--- config.mk ---
export PLATFORM = sky130hd
export DESIGN_NAME = mi3_queue
export DESIGN_NICKNAME = d
export VERILOG_FILES = /design/src/design/mi3_pkg.sv /design/src/design/mi3_queue.sv
export SDC_FILE = /design/constraint.sdc
export NUM_CORES = 1
export LEC_CHECK = 0
export BUFFER_PORTS_ARGS = -buffer_cell sky130_fd_sc_hd__buf_2
export CAP_MARGIN = 20
export CELL_PAD_IN_SITES_DETAIL_PLACEMENT = 0
export CELL_PAD_IN_SITES_GLOBAL_PLACEMENT = 2
export CORE_AREA = 2 2 533 535
export CTS_BUF_LIST = sky130_fd_sc_hd__clkbuf_8
export CTS_CLUSTER_DIAMETER = 50
export DETAILED_ROUTE_END_ITERATION = 10
export DIE_AREA = 0 0 535 537
export GPL_TIMING_DRIVEN = 0
export PLACE_DENSITY = 0.41
export SLEW_MARGIN = 40
export SYNTH_ARGS = -nofsm -noshare
export SYNTH_HDL_FRONTEND = slang
export SYNTH_SLANG_ARGS = --single-unit
export TNS_END_PERCENT = 50
--- constraint.sdc ---
create_clock -name clk -period 46.5 [get_ports clk]
set_input_delay 4.65 -clock clk [delete_from_list [all_inputs] [get_ports clk]]
set_output_delay 4.65 -clock clk [all_outputs]
set_load 0.02 [all_outputs]
--- src/design/mi3_pkg.sv ---
`timescale 1ns / 1ps
// ----------------------------------------------------------------------------
// mi3_pkg
// Shared widths, cofactor index tables and the front-to-back word type.
// ----------------------------------------------------------------------------
package mi3_pkg;

	localparam int EW    = 32;   // element width
	localparam int CW    = 65;   // cofactor width, signed
	localparam int DW    = 99;   // determinant width, signed
	localparam int NCOF  = 9;
	localparam int TW    = 17;   // threshold register width

	// Cofactor i = +/-(e[MA]*e[MB] - e[MC]*e[MD]), element index = col*3 + row
	localparam int MA [NCOF] = '{4, 3, 3, 1, 0, 0, 1, 0, 0};
	localparam int MB [NCOF] = '{8, 8, 7, 8, 8, 7, 5, 5, 4};
	localparam int MC [NCOF] = '{5, 5, 4, 2, 2, 1, 2, 2, 1};
	localparam int MD [NCOF] = '{7, 6, 6, 7, 6, 6, 4, 3, 3};
	localparam logic [NCOF-1:0] MNEG = 9'b010101010;

	typedef struct packed {
		logic [NCOF-1:0][CW-1:0] cof;   // transposed: lane i is output element i
		logic [DW-1:0]           dabs;
		logic                    dneg;
		logic                    sing;
	} front_word_t;

endpackage

--- src/design/mi3_queue.sv ---
`timescale 1ns / 1ps
// ----------------------------------------------------------------------------
// mi3_queue
// Two-word queue between the front and the back.
// ----------------------------------------------------------------------------
module mi3_queue import mi3_pkg::*; (
	input  logic        clk,
	input  logic        arst_n,
	input  logic        push,
	input  front_word_t push_word,
	input  logic        pop_ready,
	output logic        pop_valid,
	output front_word_t pop_word,
	output logic        full
);
	front_word_t mem_q [2];
	logic        wr_q;
	logic        rd_q;
	logic [1:0]  cnt_q;
	logic        do_push;
	logic        do_pop;

	assign pop_valid = (cnt_q != 2'd0);
	assign full      = (cnt_q == 2'd2);
	assign do_pop    = pop_valid && pop_ready;
	assign do_push   = push && (!full || do_pop);
	assign pop_word  = mem_q[rd_q];

	always_ff @(posedge clk or negedge arst_n) begin
		if (!arst_n) begin
			wr_q  <= 1'b0;
			rd_q  <= 1'b0;
			cnt_q <= 2'd0;
		end else begin
			if (do_push) begin
				wr_q <= ~wr_q;
			end
			if (do_pop) begin
				rd_q <= ~rd_q;
			end
			cnt_q <= cnt_q + {1'b0, do_push} - {1'b0, do_pop};
		end
	end

	always_ff @(posedge clk) begin
		if (do_push) begin
			mem_q[wr_q] <= push_word;
		end
	end

endmodule

# Word level (Yosys, flattened, before mapping)
# Memory sizes are Yosys's and may differ from the RTL's.
# Cells that the tools add are included.
# word_totals
regBits	4
mem_bits_rw	1372
inputBits	690
output_inout_bits	688
wordCells	16
n_memories	1
# classes
n_addsub	2
eq_ne	1
muxes	2
n_bitwise	2
n_reduce_logical	5
# memory_table
name	words	width	read_ports	rd_ports_with_merged_regs	wr	line	source
mem_q	2	686	1	0	1	mi3_queue.sv:16	front_word_t mem_q [2];
# ops
op	n
$add A2 B1 Y2	1
$eq A2 B2 Y1 const B	1
$logic_and A1 B1 Y1	2
$mux W1	2
$not A1 Y1	2
$reduce_bool A2 Y1	1
$sub A2 B1 Y2	1
$logic_not A1 Y1	1
$logic_or A1 B1 Y1	1

# Logic depth before layout (Yosys ltp)
# Gate-level depths: netlist of run 1.
# logic_depth
depth_word	6
mapped_depth	7
mapped_depth_nobuf	7

# Worst setup path before layout of run 1
# No wires, ideal clock.
# synth_path
path_kind	input to register
start	input port pop_ready
end	memory mem_q[0][0] (netlist bit), enable pin
setup_ns	1.751
arrival_ns	33.099
required_ns	44.749
path_slack_ns	11.650
path_stages	2
path_buffers	0
cell_sequence	nor3b_1 > nor2_1
# synth_between
elab_chain_cells	5
# synth_rtl
item	line	source
start, declared	mi3_queue.sv:11	input logic pop_ready,
$logic_and A1 B1 Y1	mi3_queue.sv:25	assign do_pop = pop_valid && pop_ready;
$logic_or A1 B1 Y1	mi3_queue.sv:26	assign do_push = push && (!full || do_pop);
$logic_and A1 B1 Y1	mi3_queue.sv:26	
$mux W1	mi3_queue.sv:46	if (do_push) begin
$mux W1 (implied by the code)	mi3_queue.sv:47	mem_q[wr_q] <= push_word;
end, declared	mi3_queue.sv:16	
# Every way passes these cells.

==> results of run 1 <==
==> per-layer routing <==
metal / up-vias / part of all wire, % / global-route usage, %
met2: 1400 / 49 / 22.55
li1: 12300 / - / -
met1: 13910 / 34 / 12.80
met4: 176 / 2.8 / 3.441
met5: - / 0.56 / 0
met3: 610 / 14 / 8.694
==> how the worst max path moves through the flow <==
stage | startpoint | endpoint | slack (ns) | cells past startpoint
final | rd_q$_DFFE_PN0P_ | pop_word[187] | 38.90 | 4
after global routing | rd_q$_DFFE_PN0P_ | pop_word[187] | 38.57 | 4
after CTS | rd_q$_DFFE_PN0P_ | pop_word[187] | 38.52 | 4
after detailed placement | pop_ready | mem_q[0][326]$_DFFE_PP_ | 39.20 | 12
after global placement | pop_ready | mem_q[0][468]$_DFFE_PP_ | -15.44 | 3
after floorplan | pop_ready | mem_q[0][0]$_DFFE_PP_ | 11.65 | 2
==> final cells by class <==
type | instances | area (µm²)
diodes | 42 | 105.1
inverters | 1 | 3.754
plain buffers | 76 | 521.8
repair buffers | 1464 | 8706
multi-input cells | 702 | 7865
flip-flops and latches | 1376 | 41300
fillers | 29380 | 213000
clock buffers | 292 | 4019
clock inverters | 193 | 1130
well taps | 3743 | 4683
==> critical path: stages (launching register included) <==
cell and delay, ns:
dfrtp_1 0.35, buf_2 0.41, buf_2 0.56, mux2_2 0.47
buf_2 0.21
==> metrics by stage <==
stage / util (%) / total power (µW) / area, µm²
6_report: 24.29 / 4568 / 68330
5_1_grt: 24.26 / 4819 / 68250
4_1_cts: 24.25 / 4711 / 68230
3_5_place_dp: 22.42 / 3474 / 63080
3_3_place_gp: 21.77 / 3937 / 61250
2_1_floorplan: - / 2927 / 49680
==> flip-flops by register name (all words and copies together) (netlist names) <==
name	flops
rd_q	1
cnt_q	2
mem_q	1372
wr_q	1
==> power breakdown <==
| group | leakage [µW] | internal (µW) | switching, µW | total (µW) |
|---|---|---|---|---|
| clock | 0.00294 | 632 | 555 | 1190 |
| combinational | 0.00932 | 598 | 1080 | 1670 |
| sequential | 0.0129 | 1660 | 43.5 | 1710 |
==> cell families after synthesis <==
group	after synthesis	synth area share, %
adder cells (fa/ha/maj)	2	0.05036
AND/OR/NAND/NOR	9	0.1259
AO/OA/AOI/OAI	2	0.03023
flip-flops	1376	83.13
multiplexers	686	15.55
buffers and inverters	77	1.058
XOR/XNOR	3	0.05290
==> Yosys cell counts (2+ instances only) <==
| library cell | number |
|---|---|
| mux2_2 | 686 |
| xnor2_1 | 2 |
| buf_6 | 5 |
| nand2b_1 | 3 |
| ha_1 | 2 |
| edfxtp_1 | 1372 |
| buf_2 | 27 |
| buf_4 | 44 |
| dfrtp_1 | 4 |
==> impl_metrics.py, run 1 <==
metrics = {
    "clocking": {
        "cts_max_level": 5,
        "cts_tree": "done",
        "path_clk_slew_ns": 0.05,
        "root_buffer": "clkbuf_8",
        "cts.path.max_buffers": 4,
        "ctsHoldBuffers": 0,
        "clk_latency_ns": 0.98,
        "ctsResizeCount": 0,
        "cts.sinks": 1376,
        "postCtsSetupBuffers": 0,
        "numCtsBuffers": 285,
    },
    "min_path": {
        "hp-start": "wr_q$_DFFE_PN0P_",
        "hold_path.class": "reg -> reg",
        "holdPathStages": 2,
        "min_to": "wr_q$_DFFE_PN0P_",
    },
    "floorplan": {
        "die_h_um": 537,
        "row_count": 195,
        "die_w_um": 535,
        "ios": 1378,
        "initial_utilization_pct": 17.66,
        "dieArea_um2": 287300,
        "core_area_um2": 281300,
    },
    "setup_path": {
        "required_ns": 41.85,
        "critPathMaxFanout": 11,
        "critPathKind": "reg -> out",
        "worstPathArrival_ns": 2.95,
        "critical_path.endpoint_type": "output port",
        "crit_path_start_kind": "register",
        "ff2ff_path_depth": 11,
        "reg2reg_to": "mem_q[0][282]$_DFFE_PP_",
        "rr_startpoint": "cnt_q[1]$_DFF_PN0_",
        "reg2reg_slack_ns": 43.56,
    },
    "detailed_routing": {
        "firstDrtPassIters": 5,
        "routedWlPerCell_um": 24.93,
        "route.detailed.drc": 0,
        "via_count": 28400,
        "routed_via_density": 3.600,
        "routed_wl_mm": 196.6,
        "drtIter0Drc": 1292,
        "final_antenna_net_count": 0,
    },
    "synthesis": {
        "synth_ff_type": "edfxtp_1",
        "ys_types": 19,
        "synthCells": 2155,
        "yosys_warnings": 0,
        "synth_area_um2": 49680,
        "ys_ff_latch": 1376,
        "syn_nets": 2847,
        "synth_edf_count": 1372,
        "synth_top_area_share_pct": 82.93,
        "syn_area_per_cell_um2": 23.05,
        "synth_largest_area_cell": "edfxtp_1",
        "synthArstFlopShare_pct": 0.2907,
        "synth_area_leaders": "edfxtp_1 (83%), mux2_2 (16%), buf_4 (0.66%)",
        "yosysSeqAreaShare_pct": 83.13,
    },
    "sta": {
        "fin_ws_ns": 38.90,
        "fmax_mhz": 131.7,
        "fin_crit_ns": 7.596,
        "tns_ns": 0,
        "holdWs_ns": 0.5659,
        "finalHoldViolations": 0,
        "slew_headroom_pct": 59.45,
        "fin_worst_skew_ns": 0.07604,
        "tightest_slew_ns": 0.6070,
        "rsz0062_at_grt": "no",
        "min_period_over_period_pct": 16.33,
        "finalMaxSlewViolations": 0,
        "setup_viol": 0,
    },
    "global_routing": {
        "grt_start_max_net_pins": 29,
        "grt_usage_pct": 13.09,
        "grt_pass1_wl_mm": 257.4,
        "grt_pass1_vias": 30060,
        "antenna_found_initial": 209,
        "grt_overflow_total": 0,
    },
    "final_layout": {
        "drive_gt1_share_pct": 62.74,
        "post_layout_nonfiller_instances": 7889,
        "nets": 4598,
        "final_cell_mix": "buf_2 (1404), edfxtp_1 (1372), mux2_2 (686)",
        "syn_to_final_growth_pct": 37.55,
        "final_common_cell": "buf_2",
    },
    "outcome": {
        "status": "finished, final reports clean",
    },
    "power_and_ir_drop": {
        "power.leakage_uw": 0.02511,
        "cellPowerDensity_nw_per_um2": 66.86,
        "ir_drop_mv": 0.02159,
    },
    "placement": {
        "place_congestion": 0.7494,
        "dp.cells": 7362,
        "dp_hpwl_mm": 153.8,
        "post-place-ws_ns": 39.20,
        "port_buffers": 1377,
    },
    "flow_run": {
        "maxCapViolations": 0,
    },
}
(Power assumes the default switching activity.)
==> run 2: changes to the inputs <==
--- a/config.mk
+++ b/config.mk
@@ -15,7 +15,7 @@
 export DETAILED_ROUTE_END_ITERATION = 10
 export DIE_AREA = 0 0 535 537
 export GPL_TIMING_DRIVEN = 0
-export PLACE_DENSITY = 0.41
+export PLACE_DENSITY = 0.42
 export SLEW_MARGIN = 40
 export SYNTH_ARGS = -nofsm -noshare
 export SYNTH_HDL_FRONTEND = slang
==> constraint.sdc (replaced) <==
create_clock -name clk -period 6.9 [get_ports clk]
set_input_delay 0.69 -clock clk [delete_from_list [all_inputs] [get_ports clk]]
set_output_delay 0.69 -clock clk [all_outputs]
set_load 0.02 [all_outputs]
==> run 2 against run 1 <==
Compared with the run above:
- first-iteration DRC count increased by 5.1%
- highest routed layer unchanged
- cell count increased by 9.1%
- combinational power grew to 7.1 times the previous value
- global-route usage grew 0.69 points
- sequential power rose to 6.7 times the previous value
- total power increased to 6.9 times the previous value
- register-to-register slack got worse by 40 ns
- wire length increased by 4.8%
- critical path depth up 1
- worst hold slack got worse by 0.40 ns
- core utilization increased by 2.6 points
- via count up 8.4%
==> impl_metrics.py, run 2 (synthesized netlist as in run 1, its figures left out) <==
metrics = {
    "clocking": {
        "ctsResizeCount": 0,
        "numCtsBuffers": 289,
        "clk_latency_ns": 0.95,
        "root_buffer": "clkbuf_8",
        "path_clk_slew_ns": 0.06,
        "cts_max_level": 5,
        "cts_tree": "done",
        "cts.path.max_buffers": 4,
        "cts.sinks": 1376,
    },
    "sta": {
        "tightest_slew_ns": 0.5059,
        "fmax_mhz": 273.5,
        "setup_viol": 0,
        "fin_crit_ns": 3.656,
        "finalMaxSlewViolations": 0,
        "slew_headroom_pct": 66.19,
        "min_period_over_period_pct": 52.99,
        "rsz0062_at_grt": "no",
        "finalHoldViolations": 0,
        "tns_ns": 0,
        "fin_worst_skew_ns": 0.04219,
    },
    "floorplan": {
        "die_w_um": 535,
        "core_area_um2": 281300,
        "ios": 1378,
        "die_h_um": 537,
        "initial_utilization_pct": 17.66,
        "row_count": 195,
        "dieArea_um2": 287300,
    },
    "global_routing": {
        "grt_start_max_net_pins": 30,
        "antenna_found_initial": 124,
        "grt_pass1_vias": 32950,
        "grt_usage_pct": 13.79,
        "grt_overflow_total": 0,
        "grt_pass1_wl_mm": 273.8,
    },
    "setup_path": {
        "critical_path.endpoint_type": "output port",
        "crit_path_start_kind": "register",
        "critPathKind": "reg -> out",
        "required_ns": 6.21,
        "critPathMaxFanout": 10,
        "worstPathArrival_ns": 2.97,
    },
    "final_layout": {
        "post_layout_nonfiller_instances": 8605,
        "largest_reg_flops": 1372,
        "final_common_cell": "buf_2",
        "final_area_um2": 75600,
        "final_util_pct": 26.87,
        "largestRegisters": "mem_q: 1372 flops, cnt_q: 2 flops",
        "top_register": "mem_q",
        "nets": 5287,
        "syn_to_final_growth_pct": 52.17,
        "final_cell_mix": "buf_2 (1404), edfxtp_1 (1372), dlygate4sd3_1 (687)",
        "drive_gt1_share_pct": 53.86,
    },
    "detailed_routing": {
        "final_antenna_net_count": 0,
        "drtIter0Drc": 1358,
        "firstDrtPassIters": 5,
        "routed_via_density": 3.578,
        "routed_wl_mm": 206.1,
        "route.detailed.drc": 0,
        "via_count": 30790,
        "routedWlPerCell_um": 23.96,
    },
    "outcome": {
        "status": "finished, final reports clean",
    },
    "flow_run": {
        "maxCapViolations": 0,
    },
    "placement": {
        "dp.cells": 7360,
        "dpl_cell_area_um2": 63160,
        "port_buffers": 1377,
        "place_congestion": 0.7739,
        "dp_hpwl_mm": 162.2,
    },
    "min_path": {
        "hold_path.class": "in -> async",
    },
    "power_and_ir_drop": {
        "cellPowerDensity_nw_per_um2": 418.9,
        "power.leakage_uw": 0.02812,
        "ir_drop_mv": 0.1698,
        "total_power_uw": 31670,
    },
}
run 2: cell count changes in the layout (fill, tap and decap cells not counted), sizes merged:
cell         previous run  this run
bufinv                  9        14
diode                  42        53
dlygate4sd3             0       687
inv                   100        97
clkinv                 78        85
clkinvlp                7        13
clkbuf                292       297
buf                  1540      1538
run 2: area by class of cell:
type	count	area, µm²
flip-flops and latches	1376	41300
clock buffers	297	4088
multi-input cells	702	7884
plain buffers	76	521.8
inverters	1	3.754
fillers	29140	205700
diodes	53	132.6
repair buffers	2149	15640
clock inverters	208	1343
well taps	3743	4683
run 2: timing repair:
| action | 4_1_cts | 5_1_grt |
|---|---|---|
| hold endpoints to repair | 1375 | 0 |
| setup buffers | 0 | 0 |
| endpoints found under the setup margin | 0 | 0 |
| hold buffers | 687 | 0 |
run 2: report_power, final:
group	switching, µW	leakage [µW]	internal [µW]	total [µW]
combinational	7470	0.0122	4320	11800
clock	3850	0.00305	4530	8380
sequential	297	0.0129	11200	11500
total	11600	0.0281	20100	31700
run 2: layer usage:
layer | share of wire [%] | global-route usage, %
met1 | 38 | 15.56
met2 | 48 | 23.38
met3 | 11 | 6.601
met4 | 2.1 | 3.209
met5 | 0.22 | 0
run 2: final timing paths:
kind | start | slack, ns | end | cells after the start
worst max-delay path | rd_q$_DFFE_PN0P_ | 3.24 | pop_word[543] | 5
worst min-delay path | arst_n | 0.17 | cnt_q[0]$_DFF_PN0_ | 2
worst max register to register | cnt_q[1]$_DFF_PN0_ | 3.93 | mem_q[0][271]$_DFFE_PP_ | 11
worst min register to register | wr_q$_DFFE_PN0P_ | 0.57 | wr_q$_DFFE_PN0P_ | 2
max in group asynchronous | arst_n | 6.57 | rd_q$_DFFE_PN0P_ | 2
min in group clk | push_word[513] | 0.17 | mem_q[0][513]$_DFFE_PP_ | 1
run 2: through the flow:
stage | setup WS (ns) | hold WS (ns)
2_1_floorplan | -4.377 | 0.3944
3_3_place_gp | -13.86 | 0.5297
3_5_place_dp | 3.561 | 0.5293
4_1_cts | 2.995 | 0.006811
5_1_grt | 3.031 | 0.02869
6_report | 3.244 | 0.1666
run 2: critical path: stages (launching register included):
cell and delay (ns):
dfrtp_1 0.35, buf_4 0.39, buf_6 0.23, buf_4 0.31
mux2_2 0.49, buf_2 0.20
==> run 3: changes to the inputs <==
==> constraint.sdc (replaced) <==
create_clock -name clk -period 3.2 [get_ports clk]
set_input_delay 0.32 -clock clk [delete_from_list [all_inputs] [get_ports clk]]
set_output_delay 0.32 -clock clk [all_outputs]
set_load 0.02 [all_outputs]
==> run 3 against run 2 <==
Compared with the run above:
- critical path type unchanged
- total power is 120% higher
- flip-flop and latch count stayed put
- via count is 5.3% higher
- wire length is 1.2% higher
- register-to-register slack worse by 3.7 ns
- highest routed layer unchanged
- die area stayed put
- critical endpoint unchanged
- clock-buffer cell count stayed put
- critical path depth stayed put
==> impl_metrics.py, run 3 (synthesized netlist as in run 1, its figures left out) <==
metrics = {
    "setup_path": {
        "critical_path_buf_inv_count": 4,
        "reg2reg_to": "mem_q[0][503]$_DFFE_PP_",
        "ff2ff_path_depth": 11,
        "rr_startpoint": "cnt_q[1]$_DFF_PN0_",
        "crit_chain": "buf_12 -> buf_6 -> buf_8 -> mux2_2 -> buf_2",
        "required_ns": 2.88,
        "critical-path-slowest-cell": "mux2_2",
        "reg2reg_slack_ns": 0.22,
        "critical_path.endpoint_type": "output port",
        "critPathMaxFanout": 11,
        "crit_path_start_kind": "register",
        "cpPeakStageDelay_ns": 0.47,
        "cp_top_family": "buffers and inverters",
        "worstPathArrival_ns": 2.69,
        "critPathKind": "reg -> out",
    },
    "placement": {
        "place_congestion": 0.7739,
        "dpl_cell_area_um2": 63160,
        "port_buffers": 1377,
        "dp_hpwl_mm": 162.2,
    },
    "floorplan": {
        "die_w_um": 535,
        "core_area_um2": 281300,
        "dieArea_um2": 287300,
        "ios": 1378,
        "die_h_um": 537,
        "row_count": 195,
        "initial_utilization_pct": 17.66,
    },
    "detailed_routing": {
        "drtIter0Drc": 1384,
        "via_count": 32410,
        "firstDrtPassIters": 7,
        "routed_wl_mm": 208.5,
        "final_antenna_net_count": 0,
        "route.detailed.drc": 0,
        "routedWlPerCell_um": 23.11,
        "routed_via_density": 3.591,
    },
    "global_routing": {
        "use_met1_pct": 15.70,
        "grt_pass1_vias": 34460,
        "grt_usage_pct": 13.93,
        "grt_pass1_wl_mm": 278.3,
        "gr-usage-met3_pct": 6.530,
        "grt_start_max_net_pins": 30,
        "antenna_found_initial": 122,
        "grt_overflow_total": 0,
        "grt.busiest_layer": "met2",
        "gr-usage-met2_pct": 23.89,
    },
    "sta": {
        "tns_ns": 0,
        "fmax_mhz": 332.6,
        "tightest_slew_ns": 0.5048,
        "finalHoldViolations": 0,
        "fin_worst_skew_ns": 0.04332,
        "fin_crit_ns": 3.007,
        "finalMaxSlewViolations": 0,
        "min_period_over_period_pct": 93.97,
        "setup_viol": 0,
        "rsz0062_at_grt": "no",
        "slew_headroom_pct": 66.26,
    },
    "final_layout": {
        "largest_reg_flops": 1372,
        "final_common_cell": "buf_2",
        "final_cell_mix": "buf_2 (1394), edfxtp_1 (1372), dlygate4sd3_1 (1098)",
        "nets": 5702,
        "largestRegisters": "mem_q: 1372 flops, cnt_q: 2 flops",
        "top_register": "mem_q",
        "final_area_um2": 79880,
        "drive_gt1_share_pct": 49.66,
        "syn_to_final_growth_pct": 60.80,
    },
    "outcome": {
        "status": "finished, final reports clean",
    },
    "clocking": {
        "numCtsBuffers": 289,
        "cts.sinks": 1376,
        "path_clk_slew_ns": 0.06,
        "cts.path.max_buffers": 4,
        "root_buffer": "clkbuf_8",
        "cts_tree": "done",
        "clk_latency_ns": 0.94,
        "cts_max_level": 5,
    },
    "min_path": {
        "min_to": "mem_q[0][120]$_DFFE_PP_",
        "hp-start": "push_word[120]",
        "holdPathStages": 2,
        "hold_path.class": "in -> reg",
    },
    "power_and_ir_drop": {
        "power.leakage_uw": 0.02992,
        "ir_drop_mv": 0.3710,
        "cellPowerDensity_nw_per_um2": 862.9,
    },
    "flow_run": {
        "maxCapViolations": 0,
    },
}
## run 3: cell types whose count changed in the layout (fill, tap and decap cells not counted), sizes merged
| cell | previous run | this run |
|---|---|---|
| diode | 53 | 58 |
| buf | 1538 | 1542 |
| dlygate4sd3 | 687 | 1098 |
## run 3: worst max-delay path by stage
stage,cells after the start,end,slack [ns],startpoint
after global placement,2,mem_q[0][339]$_DFFE_PP_,-17.26,cnt_q[1]$_DFF_PN0_
final,5,pop_word[543],0.19,rd_q$_DFFE_PN0P_
after detailed placement,11,mem_q[0][279]$_DFFE_PP_,0.16,cnt_q[1]$_DFF_PN0_
after global routing,6,pop_word[634],0.002,rd_q$_DFFE_PN0P_
after floorplan,2,mem_q[0][0]$_DFFE_PP_,-7.92,cnt_q[1]$_DFF_PN0_
after CTS,6,pop_word[43],-0.005,rd_q$_DFFE_PN0P_
## run 3: through the flow
step / util (%) / setup slack (ns) / cells / power, µW / hold slack, ns
after global routing: 28.37 / 0.001849 / 8993 / 72580 / 0.02163
after detailed placement: 22.45 / 0.1592 / 7360 / 50730 / 0.1593
final: 28.40 / 0.1930 / 9025 / 68930 / 0.1407
after CTS: 28.35 / -0.005463 / 8967 / 70890 / 0.0003526
after global placement: 21.78 / -17.26 / 7275 / 41670 / 0.1597
after floorplan: - / -7.924 / 2155 / 36380 / 0.02441
## run 3: final cells by class
class | count | area (µm²)
Timing Repair Buffer | 2564 | 19800
Fill cell | 28960 | 201400
Clock inverter | 208 | 1343
Sequential cell | 1376 | 41300
Antenna cell | 58 | 145.1
Clock buffer | 297 | 4088
Buffer | 76 | 623.1
Multi-Input combinational cell | 702 | 7903
Inverter | 1 | 3.754
Tap cell | 3743 | 4683
## run 3: layer usage
layer	part of all wire, %	vias up
met4	1.9	68
met5	0.22	-
met3	11	363
met1	38	16100
li1	-	14570
met2	49	1311
## run 3: what timing repair did
item,in CTS,in global routing
endpoints found under the hold margin,1445,0
buffers inserted,4,0
hold buffers,1098,0
endpoints found under the setup margin,509,0
resized for setup,35,0
## run 3: power breakdown
part | internal, µW | switching, µW | leakage (µW)
Clock | 9770 | 8280 | 0.00305
Combinational | 9840 | 16200 | 0.0140
Sequential | 24200 | 649 | 0.0129
Total | 43800 | 25100 | 0.0299
